--- config.mk ---
export PLATFORM = sky130hd
export DESIGN_NAME = sfp16_adder
export DESIGN_NICKNAME = d
export VERILOG_FILES = /design/src/sv/sfp16_pkg.sv /design/src/sv/sfp16_lzc.sv /design/src/sv/sfp16_adder.sv
export SDC_FILE = /design/constraint.sdc
export NUM_CORES = 1
export LEC_CHECK = 0
export CAP_MARGIN = 0
export CELL_PAD_IN_SITES_DETAIL_PLACEMENT = 2
export CELL_PAD_IN_SITES_GLOBAL_PLACEMENT = 2
export CORE_ASPECT_RATIO = 0.5
export CORE_MARGIN = 2
export CORE_UTILIZATION = 43
export CTS_CLUSTER_DIAMETER = 80
export DETAILED_ROUTE_END_ITERATION = 10
export DONT_BUFFER_PORTS = 1
export PLACE_DENSITY_LB_ADDON = 0.2
export SYNTH_ARGS = -nofsm -noshare
export SYNTH_HDL_FRONTEND = slang
export SYNTH_SLANG_ARGS = --single-unit
--- constraint.sdc ---
create_clock -name clk -period 8.25 [get_ports clk]
set_clock_uncertainty 0.1 [all_clocks]
set_input_delay 1.2375 -clock clk [delete_from_list [all_inputs] [get_ports clk]]
set_output_delay 1.2375 -clock clk [all_outputs]
set_load 0.05 [all_outputs]
--- src/sv/sfp16_pkg.sv ---
`default_nettype none
package sfp16_pkg;
  localparam logic [15:0] NAN_CODE = 16'h7f01;
  localparam logic [15:0] POS_INF = 16'h7f00;
  localparam logic [15:0] NEG_INF = 16'hff00;
  localparam logic [6:0] EXP_MAX = 7'd127;
endpackage
`default_nettype wire

--- src/sv/sfp16_lzc.sv ---
`default_nettype none
module sfp16_lzc
  import sfp16_pkg::*;
(
  input  wire logic [12:0] value,
  output logic [3:0]       count
);
  always_comb begin
    count = 4'd13;
    for (int i = 0; i < 13; i++) begin
      if (value[i]) begin
        count = 4'(12 - i);
      end
    end
  end
endmodule
`default_nettype wire

--- src/sv/sfp16_adder.sv ---
`default_nettype none
// Four-stage pipelined adder for 1-7-8 floats. A word is accepted every
// cycle (busy stays low); its sum appears on out_sum_value with out_valid
// once it has passed the stage 1, 2 and 3 registers. The result register
// cannot be stalled.
module sfp16_adder
  import sfp16_pkg::*;
(
  input  wire logic        clk,
  input  wire logic        rst_n,
  input  wire logic        start,
  output logic             busy,
  input  wire logic [15:0] in_operand_a,
  input  wire logic [15:0] in_operand_b,
  output logic             out_valid,
  output logic [15:0]      out_sum_value
);
  assign busy = 1'b0;

  logic [3:0] v_r;
  always_ff @(posedge clk) begin
    if (!rst_n) begin
      v_r <= '0;
    end else begin
      v_r <= {v_r[2:0], start};
    end
  end

  // stage 1: order, unpack, special detect
  logic [15:0] a, b;
  logic        sp1_nxt;
  logic [15:0] spv1_nxt;
  always_comb begin
    if (in_operand_a[14:0] < in_operand_b[14:0]) begin
      a = in_operand_b; b = in_operand_a;
    end else begin
      a = in_operand_a; b = in_operand_b;
    end
    sp1_nxt = 1'b0;
    spv1_nxt = a;
    if ((a[14:8] == EXP_MAX && a[7:0] != 0) || (b[14:8] == EXP_MAX && b[7:0] != 0)) begin
      sp1_nxt = 1'b1; spv1_nxt = NAN_CODE;
    end else if (a[14:8] == EXP_MAX) begin
      sp1_nxt = 1'b1;
      spv1_nxt = (b[14:8] == EXP_MAX && a[15] != b[15]) ? NAN_CODE : a;
    end
  end
  logic        sp1_r, sa1_r, sub1_r;
  logic [15:0] spv1_r;
  logic [6:0]  e1_r, d1_r;
  logic [8:0]  ma1_r, mb1_r;
  always_ff @(posedge clk) begin
    sp1_r <= sp1_nxt;
    spv1_r <= spv1_nxt;
    sa1_r <= a[15];
    sub1_r <= a[15] ^ b[15];
    ma1_r <= {a[14:8] != 0, a[7:0]};
    mb1_r <= {b[14:8] != 0, b[7:0]};
    e1_r <= (a[14:8] != 0) ? a[14:8] : 7'd1;
    d1_r <= ((a[14:8] != 0) ? a[14:8] : 7'd1) - ((b[14:8] != 0) ? b[14:8] : 7'd1);
  end

  // stage 2: align and add or subtract
  logic [11:0] wb;
  logic [12:0] w2_nxt;
  logic [35:0] sh;
  always_comb begin
    sh = {mb1_r, 3'b000, 24'd0} >> d1_r;
    if (d1_r >= 7'd24) begin
      wb = {11'd0, mb1_r != 0};
    end else begin
      wb = sh[35:24] | {11'd0, sh[23:0] != 0};
    end
    w2_nxt = sub1_r ? ({1'b0, ma1_r, 3'b000} - {1'b0, wb})
                    : ({1'b0, ma1_r, 3'b000} + {1'b0, wb});
  end
  logic        sp2_r, sa2_r;
  logic [15:0] spv2_r;
  logic [6:0]  e2_r;
  logic [12:0] w2_r;
  always_ff @(posedge clk) begin
    sp2_r <= sp1_r; spv2_r <= spv1_r; sa2_r <= sa1_r; e2_r <= e1_r; w2_r <= w2_nxt;
  end

  // stage 3: normalize
  logic [3:0]  lz;
  logic [3:0]  sl;
  logic [11:0] w3_nxt;
  logic [7:0]  e3_nxt;
  sfp16_lzc u_lzc (.value(w2_r), .count(lz));
  always_comb begin
    sl = '0;
    if (w2_r[12]) begin
      w3_nxt = w2_r[12:1] | {11'd0, w2_r[0]};
      e3_nxt = {1'b0, e2_r} + 8'd1;
    end else begin
      if (lz > 4'd1) begin
        sl = ({3'd0, lz - 4'd1} > {1'b0, e2_r} - 8'd1) ? 4'(e2_r - 7'd1) : lz - 4'd1;
      end
      w3_nxt = w2_r[11:0] << sl;
      e3_nxt = {1'b0, e2_r} - {4'd0, sl};
    end
  end
  logic        sp3_r, sa3_r;
  logic [15:0] spv3_r;
  logic [7:0]  e3_r;
  logic [11:0] w3_r;
  always_ff @(posedge clk) begin
    sp3_r <= sp2_r; spv3_r <= spv2_r; sa3_r <= sa2_r; e3_r <= e3_nxt; w3_r <= w3_nxt;
  end

  // stage 4: round and pack
  logic [9:0]  sig;
  logic [7:0]  ex;
  logic [15:0] res_nxt;
  always_comb begin
    sig = {1'b0, w3_r[11:3]};
    if (w3_r[2] && (w3_r[1:0] != 0 || w3_r[3])) begin
      sig = sig + 10'd1;
    end
    ex = e3_r;
    if (sig[9]) begin
      sig = sig >> 1;
      ex = ex + 8'd1;
    end
    if (sp3_r) begin
      res_nxt = spv3_r;
    end else if (ex >= {1'b0, EXP_MAX}) begin
      res_nxt = sa3_r ? NEG_INF : POS_INF;
    end else if (sig[8]) begin
      res_nxt = {sa3_r, ex[6:0], sig[7:0]};
    end else begin
      res_nxt = {sa3_r, 7'd0, sig[7:0]};
    end
  end
  always_ff @(posedge clk) begin
    out_sum_value <= res_nxt;
  end
  assign out_valid = v_r[3];
endmodule
`default_nettype wire

Yosys cells after proc, flatten, opt, wreduce, memory -nomap -nowiden
Index checks and enable logic that the tools add are counted.

operators by class
  add/sub/neg operators = 10
  magnitude comparators = 5
  equality and inequality tests = 3
  shift operators = 2
  muxes and demuxes = 34
  bitwise operators = 3
  reductions and logical operators = 13

operators by type and width
  cell                    count
  $mux W16                7
  $mux W4                 11
  $shr A36 B7 Y36         1
  $mux W12                2
  $or A12 B1 Y12          2
  $reduce_bool A24 Y1     1
  $mux W8                 2
  $reduce_bool A8 Y1      2
  $lt A15 B15 Y1          1
  $mux W15                1
  $eq A7 B7 Y1 const B    2
  $mux W7                 2
  $reduce_bool A7 Y1      2
  $add A12 B12 Y13        1
  $mux W13                1
  $sub A12 B12 Y13        1
  $mux W3                 4
  $shl A12 B4 Y12         1
  $add A9 B1 Y10 const B  1
  $mux W10                1
  $mux W9                 1
  $reduce_bool A9 Y1      1
  $add A7 B1 Y8 const B   1
  $add A8 B1 Y8 const B   1
  14 further kinds        20

storage, ports and cells
  register bits after elaboration = 147
  output and inout port bits = 18

Logic depth before layout (Yosys ltp)
Gate-level depths: netlist (run 1).

  word-level depth = 20
  gate-level depth with buffers = 27
  gate-level depth less buffers = 25

By module
From an unflattened synthesis (run 1), not the netlist that was laid out.

unflattened totals
  cell total of the unflattened synthesis = 859
  area total of the unflattened synthesis = 7962.6 um^2

by module, submodules not included
  module       times used  cells an instance  area an instance (um^2)  seq. area each (um^2)
  sfp16_adder  1           837                7848.8                   2942.8
  sfp16_lzc    1           22                 113.9                    0.0

Worst setup path after synthesis (run 1)
Ideal clock, no wire load.

  kind = flip-flop to flip-flop
  start = reg w2_r[12]
  end = reg e3_r[7]
  arrival time = 5081 ps
  data required time = 8078 ps
  setup slack = 2997 ps
  cell stages (with the launch flop) = 26
  buffers on the path = 2
  clock period less this slack = 5253 ps
  cell sequence = dfxtp_1 clkbuf_1 or4_1 o21ai_1 inv_1 ha_1 inv_1 ha_1 nor2b_1 o211ai_1 a21o_1 or2_0 mux2_2 nor2_1 inv_1 buf_1 ha_1 nor2b_1 ha_1 a21o_1 a21oi_1 o21bai_1 a21oi_1 o21bai_1 a21oi_1 xnor2_1

on the way
  longest elaborated chain between the ends = 8
  elaborated cells on any way between the ends = 9
  those cells by class = add/sub (2); order compare (2); mux (5)

RTL lines
  item                      line                RTL
  start: declaration        sfp16_adder.sv:80   logic [12:0] w2_r;
  start signal: assignment  sfp16_adder.sv:82   sp2_r <= sp1_r; spv2_r <= spv1_r; sa2_r <= sa1_r; e2_r <= e1_r; w2_r <= w2_nxt;
  $mux W4                   sfp16_lzc.sv:11     if (value[i]) begin
  $sub A4 B1 Y4             sfp16_adder.sv:98   sl = ({3'd0, lz - 4'd1} > {1'b0, e2_r} - 8'd1) ? 4'(e2_r - 7'd1) : lz - 4'd1;
  $gt A4 B8 Y1              sfp16_adder.sv:98
  $mux W4                   sfp16_adder.sv:98
  $mux W4                   sfp16_adder.sv:97   if (lz > 4'd1) begin
  $mux W4                   sfp16_adder.sv:93   if (w2_r[12]) begin
  $sub A7 B4 Y8             sfp16_adder.sv:101  e3_nxt = {1'b0, e2_r} - {4'd0, sl};
  $mux W8 (*)               sfp16_adder.sv:93
  net e3_nxt[7]             sfp16_adder.sv:89   logic [7:0] e3_nxt;
  end signal: assignment    sfp16_adder.sv:109  sp3_r <= sp2_r; spv3_r <= spv2_r; sa3_r <= sa2_r; e3_r <= e3_nxt; w3_r <= w3_nxt;
  end: declaration          sfp16_adder.sv:106  logic [7:0] e3_r;

Mark *: on every way through the listed nets, which the timed path passes. The rest lies on a longest branch. The select of a mux whose other input is x is not followed.
A chain may end at the register's enable or synchronous reset.

Final worst setup path (run 1)
Ends and elaborated chain as after synthesis.

==> results of run 1 <==
## worst paths after layout
kind | to | depth (start not counted)
hold / removal | spv2_r[12]$_DFF_P_ | 0
setup / recovery | e3_r[7]$_DFF_P_ | 23
hold reg to reg | spv2_r[12]$_DFF_P_ | 0
setup reg to reg | e3_r[7]$_DFF_P_ | 23
## stage by stage
stage	hold WS, ns	utilization [%]
2_1_floorplan	0.210	-
3_3_place_gp	0.211	45.2
3_5_place_dp	0.216	45.2
4_1_cts	0.228	48.4
5_1_grt	0.238	48.4
6_report	0.225	48.4
## worst max-delay path: cells and delay by family (launching register included)
| family | cells | cell delay, ns |
|---|---|---|
| AND/OR/NAND/NOR | 4 | 0.93 |
| flip-flops | 1 | 0.93 |
| AO/OA/AOI/OAI | 11 | 2.48 |
| buffers and inverters | 3 | 1.02 |
| multiplexers | 1 | 0.33 |
| adder cells (fa/ha/maj) | 3 | 1.01 |
| XOR/XNOR | 1 | 0.15 |
## layout by cell type, fill, tap and decap left out, drive strengths merged, types with 12 or more instances in the layout
cell    Yosys  routed
nand3      24      24
nand2      73      73
nor2       49      49
xor2       12      12
dfxtp     147     147
nor2b      25      25
nand2b     20      20
clkbuf     26      17
inv        60      67
a21oi      47      47
a21o       13      13
xnor2      24      24
mux2       21      21
ha         58      58
mux2i      35      35
o21ai      47      47
## cells by family (layout without fill, tap and decap cells)
logic type | after synthesis | in the layout | share of synthesized area (%)
multiplexers | 59 | 59 | 8.55
XOR/XNOR | 36 | 36 | 4.10
buffers and inverters | 94 | 96 | 4.78
adder cells (fa/ha/maj) | 61 | 61 | 10.2
AO/OA/AOI/OAI | 195 | 195 | 17.0
other | 1 | 1 | 0.0487
AND/OR/NAND/NOR | 261 | 261 | 17.1
flip-flops | 147 | 147 | 38.2
## registers in the layout (all words and copies together) (netlist names), 4 cells and up
signal         cells
e1_r               7
w3_r              12
mb1_r              9
w2_r              13
spv2_r            16
e2_r               7
out_sum_value     16
e3_r               8
ma1_r              9
spv3_r            16
d1_r               7
spv1_r            16
v_r                4
## final cells by class
| class | instances | area (µm²) |
|---|---|---|
| clock buffers | 17 | 425 |
| inverters | 61 | 229 |
| repair buffers | 3 | 22.5 |
| clock inverters | 15 | 124 |
| fillers | 1873 | 9010 |
| well taps | 234 | 293 |
| multi-input cells | 613 | 4400 |
| flip-flops and latches | 147 | 2940 |
## layer usage
layer	GRT usage (%)	vias to the layer above	part of all wire, %
met2	46.1	165	48
met5	0	-	0
met4	10.1	0	2.3
li1	-	2990	-
met1	35.8	3227	46
met3	5.20	46	4.5
## cell usage after synthesis (20+ instances only)
master | n | share of area (%)
mux2_2 | 21 | 3.1
mux2i_1 | 34 | 4.4
a21oi_1 | 47 | 3.1
o21ai_0 | 46 | 3.0
nand3_1 | 24 | 1.6
nand2_1 | 73 | 3.6
dfxtp_1 | 147 | 38
ha_1 | 58 | 9.4
xnor2_1 | 24 | 2.7
inv_1 | 60 | 2.9
nor2_1 | 49 | 2.4
clkbuf_1 | 26 | 1.3
nand2b_1 | 20 | 1.6
nor2b_1 | 25 | 2.0
## power groups by stage
stage,Clock [W],Combinational [W],Sequential (W)
2_1_floorplan,0,0.000869,0.00112
6_report,0.000737,0.00113,0.00123
3_5_place_dp,0,0.00110,0.00124
4_1_cts,0.000747,0.00113,0.00123
3_3_place_gp,0,0.00102,0.00123
5_1_grt,0.000779,0.00125,0.00126
==> impl_metrics.ini, run 1 <==
[cts]
clk_latency_ns = 0.44
cts_buffer_depth = 2
cts.sinks = 147
cts_hold_buffers = 0
cts_buffers = 17
cts_tree = built
cts_max_level = 4
cts_resized = 0
post_cts_buffers = 0
clk_pin_slew_ns = 0.06
cts_root_buf = clkbuf_16

[timing]
setup-tns-final_ns = 0
worst_slew_pin_slew_ns = 1.03
hold_viol = 0
fin_ws_ns = 1.18
rsz0062_at_grt = no
period_share_pct = 85.7
slew_headroom_pct = 30.6
maxSlewViolCount = 0
setup_viol = 0
fin_crit_ns = 7.07
fmax_mhz = 141

[power]
internal_power_w = 0.00176
power.share.combinational_pct = 36.5
power_switching_w = 0.00134
seqPwrFrac_pct = 39.7
p_leak_nw = 3.68
totalPowerFinal_w = 0.00310
powerDensity_nw_per_um2 = 368
sw_frac_of_total_pct = 43.2
ir_worst_vdd_mv = 0.183
power_frac_clock_pct = 23.8

[synth]
ys_seq_area_share_pct = 38.2
syn-num-nets = 950
netlist_instances = 854
synth_top_flop_cell = dfxtp_1
ys_types = 72
synth-edff-count = 0
yosys_register_bits = 147
async_flop_share_pct = 0
synth_warnings = 0
syn_area_um2 = 7690
syn_area_per_cell_um2 = 9.01

[critical_path]
path_class = flop to flop
cp_cell_sequence = clkinv_1 > o21ai_0 > o21ai_1 > o311a_1 > or2_2 > ha_1 > a41o_1 > a21o_1 > or2_0 > mux2_2 > nor2_1 > buf_4 > inv_1 > ha_1 > nor2b_1 > ha_1 > a21o_1 > a21oi_1 > o21bai_1 > a21oi_1 > o21bai_1 > a21oi_1 > xnor2_1
crit_path_end_kind = flop
rrSetupSlack_ns = 1.18
cp_slowest_cell = dfxtp_1
critPathLaunch = w2_r[12]$_DFF_P_
cp.arrival_ns = 7.32
start_kind = flop
r2r-start = w2_r[12]$_DFF_P_
cp_max_fo = 26
crit_required_ns = 8.50
slowest_delay_ns = 0.93

[detailed_routing]
ant_nets = 0
via_count = 6428
routedWlPerCell_um = 23.4
vias_per_cell = 5.90
drc = 0
wl_mm = 25.5
drtIter0Drc = 429
first_pass_iters = 5

[final_layout]
drive_above_1_share_pct = 8.41
area_growth_syn_to_layout_pct = 9.59
nets = 939
final_area_um2 = 8430
fin_cells = 1090
diodes = 0

[global_route]
track_usage_pct = 27.6
grt_antenna_before_repair = 0
overflow = 0
grt_pass1_wl_mm = 39.6
grt_pass1_vias = 6949
grt_max_degree = 50

[floorplan]
die_h_um = 98.6
top_level_ports = 53
die_area_um2 = 19000
coreArea_um2 = 17400
rows = 34
initial_core_util_pct = 44.1
die_w_um = 193

[job]
drv_cap = 0

[min_path]
min-delay-start = spv1_r[12]$_SDFF_PP1_
min_path_type = flop to flop

[place]
post_dp_cell_area_um2 = 7880
dp.cells = 1058
dpl_worst_slack_ns = 1.41
io_buffers = 0
dp_hpwl_mm = 19.3
place_congestion = 0.845

[run_status]
outcome = complete, no violations
No activity file was read; power rests on OpenSTA's default activity.
==> run 2, diff against run 1 <==
CORE_UTILIZATION = 40   (was 43)
SETUP_SLACK_MARGIN = 0.3   (was default)
clock period = 8.07 ns   (was 8.25 ns; I/O delays follow)
==> impl_metrics.ini, run 2 (synthesis results as in run 1) <==
[detailed_routing]
vias_per_cell = 5.60
first_pass_iters = 5
via_count = 6248
drc = 0
routedWlPerCell_um = 22.3
wl_mm = 24.9
drtIter0Drc = 334
ant_nets = 0

[critical_path]
rrSetupSlack_ns = 1.26
crit_required_ns = 8.32
cp_max_fo = 26
rr_worst_depth = 23
start_kind = flop
crit_path_end_kind = flop
timing.rr.end = e3_r[7]$_DFF_P_
path_class = flop to flop
cp.arrival_ns = 7.07
r2r-start = w2_r[12]$_DFF_P_

[final_layout]
fin_cells = 1116
area_growth_syn_to_layout_pct = 11.1
layout_common_cells = 147 x dfxtp_1, 73 x nand2_1, 60 x inv_1, 58 x ha_1, 49 x nor2_1
mostFrequentLayoutCell = dfxtp_1
nets = 940
final_area_um2 = 8550
utilization_pct = 45.9
drive_above_1_share_pct = 8.52
diodes = 0

[power]
power_frac_clock_pct = 26.2
power.share.combinational_pct = 35.3
power_switching_w = 0.00136
internal_power_w = 0.00191
powerDensity_nw_per_um2 = 382
ir_worst_vdd_mv = 0.150
p_leak_nw = 3.74
sw_frac_of_total_pct = 41.5
seqPwrFrac_pct = 38.5

[timing]
fin_crit_ns = 6.81
setup-tns-final_ns = 0
rsz0062_at_grt = no
fin_ws_ns = 1.26
slew_headroom_pct = 29.4
worst_slew_pin_slew_ns = 1.05
maxSlewViolCount = 0
setup_viol = 0
hold_viol = 0
period_share_pct = 84.4
fmax_mhz = 147

[place]
post_dp_cell_area_um2 = 7920
io_buffers = 0
dp_hpwl_mm = 18.3
dpl_worst_slack_ns = 1.59
dp.cells = 1084
place_congestion = 0.833

[cts]
clk_pin_slew_ns = 0.06
cts_max_level = 4
clk_latency_ns = 0.44
cts_resized = 0
cts.sinks = 147
cts_buffers = 17
post_cts_buffers = 0
cts_tree = built
cts_buffer_depth = 2
cts_root_buf = clkbuf_16
cts_hold_buffers = 0

[min_path]
min_path_type = flop to flop
min_to = sa3_r$_DFF_P_
hold_depth = 0
min-delay-start = sa2_r$_DFF_P_

[global_route]
overflow = 0
grt_pass1_wl_mm = 39.7
grt_pass1_vias = 6880
track_usage_pct = 25.5
grt_max_degree = 50
grt_antenna_before_repair = 0

[floorplan]
top_level_ports = 53
die_h_um = 102
rows = 35
initial_core_util_pct = 41.3
die_w_um = 200
die_area_um2 = 20400
coreArea_um2 = 18600

[run_status]
outcome = complete, no violations

[job]
drv_cap = 0
[run 2: cell type report]
type | instances | area (µm²)
clock buffer | 18 | 439
sequential | 147 | 2940
fill | 1960 | 10100
timing repair buffer | 4 | 30.0
multi-input combinational | 613 | 4400
inverter | 61 | 229
clock inverter | 14 | 189
tap | 259 | 324
[run 2: power by group through the flow]
stage	registers (W)	logic (W)	clock network, W
2_1_floorplan	0.00114	0.000888	0
4_1_cts	0.00126	0.00116	0.000868
3_3_place_gp	0.00126	0.00105	0
3_5_place_dp	0.00127	0.00111	0
5_1_grt	0.00129	0.00128	0.000904
6_report	0.00126	0.00115	0.000855
[run 2: how the worst max path moves through the flow]
stage                           startpoint               to  slack [ns]  cells after the start
final                     w2_r[12]$_DFF_P_  e3_r[7]$_DFF_P_        1.26                     23
after global routing      w2_r[12]$_DFF_P_  e3_r[7]$_DFF_P_        0.88                     22
after CTS                 w2_r[12]$_DFF_P_  e3_r[7]$_DFF_P_        1.28                     22
after detailed placement  w2_r[12]$_DFF_P_  e3_r[7]$_DFF_P_        1.59                     22
after global placement    w2_r[12]$_DFF_P_  e3_r[7]$_DFF_P_        2.01                     22
after floorplan           w2_r[12]$_DFF_P_  e3_r[7]$_DFF_P_        2.82                     25
[run 2: metal layers]
layer	part of all wire (%)	GRT usage (%)	up-vias
met4	1.5	7.52	0
li1	-	-	2993
met3	3.8	5.36	26
met1	48	32.4	3124
met5	0	0	-
met2	47	44.3	105
[run 2: per-stage QoR]
step                total power (W)  hold slack, ns
floorplan                   0.00203           0.210
global placement            0.00230           0.213
detailed placement          0.00238           0.215
CTS                         0.00328           0.230
global route                0.00347           0.235
finish                      0.00327           0.228
[run 2: worst max-delay path: stages (launching register included)]
cell      delay, ns
dfxtp_1        0.95
clkinv_1       0.54
o21ai_0        0.19
o21ai_1        0.19
o311a_1        0.41
or2_2          0.28
ha_1           0.33
a41o_1         0.29
a21o_1         0.21
or2_0          0.29
mux2_2         0.33
nor2_1         0.13
buf_4          0.23
inv_1          0.08
ha_1           0.28
nor2b_1        0.26
ha_1           0.32
a21o_1         0.19
a21oi_1        0.25
o21bai_1       0.11
a21oi_1        0.30
o21bai_1       0.12
a21oi_1        0.19
xnor2_1        0.14
==> run 3, diff against run 2 <==
clock period = 7.05 ns   (was 8.07 ns; I/O delays follow)
==> impl_metrics.ini, run 3 (synthesis results as in run 1) <==
[run_status]
outcome = complete, no violations

[cts]
cts_resized = 0
cts_tree = built
cts_buffers = 17
cts_buffer_depth = 2
clk_pin_slew_ns = 0.06
cts_root_buf = clkbuf_16
clk_latency_ns = 0.44
post_cts_buffers = 0
cts_hold_buffers = 0
cts_max_level = 4
cts.sinks = 147

[critical_path]
cp.arrival_ns = 6.39
cp_max_fo = 18
path_class = flop to flop
crit_required_ns = 7.31
crit_path_end_kind = flop
start_kind = flop

[detailed_routing]
first_pass_iters = 7
wl_mm = 26.8
via_count = 6470
drc = 0
drtIter0Drc = 371
routedWlPerCell_um = 23.9
ant_nets = 0
vias_per_cell = 5.78

[global_route]
overflow = 0
grt_max_degree = 50
grt_pass1_wl_mm = 42.4
grt_antenna_before_repair = 1
track_usage_pct = 27.2
grt_pass1_vias = 7109

[floorplan]
initial_core_util_pct = 41.3
die_area_um2 = 20400
top_level_ports = 53
die_w_um = 200
die_h_um = 102
rows = 35
coreArea_um2 = 18600

[min_path]
min_path_type = flop to flop

[timing]
setup-tns-final_ns = 0
maxSlewViolCount = 0
period_share_pct = 87.0
rsz0062_at_grt = no
fmax_mhz = 163
fin_crit_ns = 6.14
setup_viol = 0
slew_headroom_pct = 30.2
worst_slew_pin_slew_ns = 1.04
hold_viol = 0

[final_layout]
drive_above_1_share_pct = 8.84
area_growth_syn_to_layout_pct = 11.3
layout_common_cells = 147 x dfxtp_1, 73 x nand2_1, 60 x inv_1, 58 x ha_1, 49 x nor2_1
fillers = 2002
nets = 943
mostFrequentLayoutCell = dfxtp_1

[place]
place_congestion = 0.880
io_buffers = 0
dp_hpwl_mm = 18.3

[power]
powerDensity_nw_per_um2 = 441
ir_worst_vdd_mv = 0.207
p_leak_nw = 3.76
totalPowerFinal_w = 0.00378

[job]
drv_cap = 0
run 3: critical path, stage by stage (launching register included):
cell	delay (ns)
dfxtp_1	0.41
or4_1	0.55
o21ai_1	0.44
inv_1	0.11
ha_1	0.34
inv_1	0.06
ha_1	0.30
nor2b_1	0.14
o211ai_1	0.17
a21o_1	0.21
or2_0	0.32
o31a_1	0.76
nand2_1	0.26
nor2_1	0.27
ha_1	0.28
nor2b_1	0.14
ha_1	0.33
inv_1	0.08
o21bai_1	0.10
a21oi_1	0.26
o21bai_1	0.10
a21oi_1	0.19
xnor2_1	0.13
run 3: layout make-up:
type	instances	area [µm²]	area share (%)
clock buffer	17	425	4.97
timing repair buffer	7	52.6	0.613
multi-input combinational	613	4400	51.3
clock inverter	15	194	2.26
inverter	61	229	2.67
sequential	147	2940	34.4
tap	259	324	3.78
antenna	1	2.50	0.0292
run 3: worst paths after layout:
path                endpoint  cells past startpoint            start  slack, ns
max          e3_r[7]$_DFF_P_                     22  w2_r[6]$_DFF_P_       0.91
min            sa3_r$_DFF_P_                      0    sa2_r$_DFF_P_       0.23
max reg2reg  e3_r[7]$_DFF_P_                     22  w2_r[6]$_DFF_P_       0.91
min reg2reg    sa3_r$_DFF_P_                      0    sa2_r$_DFF_P_       0.23
run 3: routing by layer:
| layer | GRT usage (%) | wire (µm) | vias to the layer above |
|---|---|---|---|
| li1 | - | - | 3006 |
| met1 | 34.5 | 12600 | 3303 |
| met2 | 48.2 | 13000 | 132 |
| met3 | 4.97 | 879 | 29 |
| met4 | 7.75 | 318 | 0 |
| met5 | 0 | 0 | - |
run 3: stage by stage:
| stage | cell area, µm² | utilization, % | std cells | hold slack, ns | setup WS, ns |
|---|---|---|---|---|---|
| finish | 8570 | 46.0 | 1120 | 0.230 | 0.915 |
| CTS | 8560 | 46.0 | 1119 | 0.230 | 0.934 |
| global placement | 7950 | 42.7 | 1087 | 0.210 | 1.55 |
| detailed placement | 7950 | 42.7 | 1087 | 0.214 | 1.15 |
| floorplan | 7690 | - | 854 | 0.210 | 1.80 |
| global route | 8560 | 46.0 | 1119 | 0.237 | 0.541 |
run 3: power by group:
part	internal [W]	switching, W	leakage [nW]
sequential	0.00105	0.000398	1.24
combinational	0.000561	0.000787	2.22
clock	0.000569	0.000417	0.305
total	0.00218	0.00160	3.76
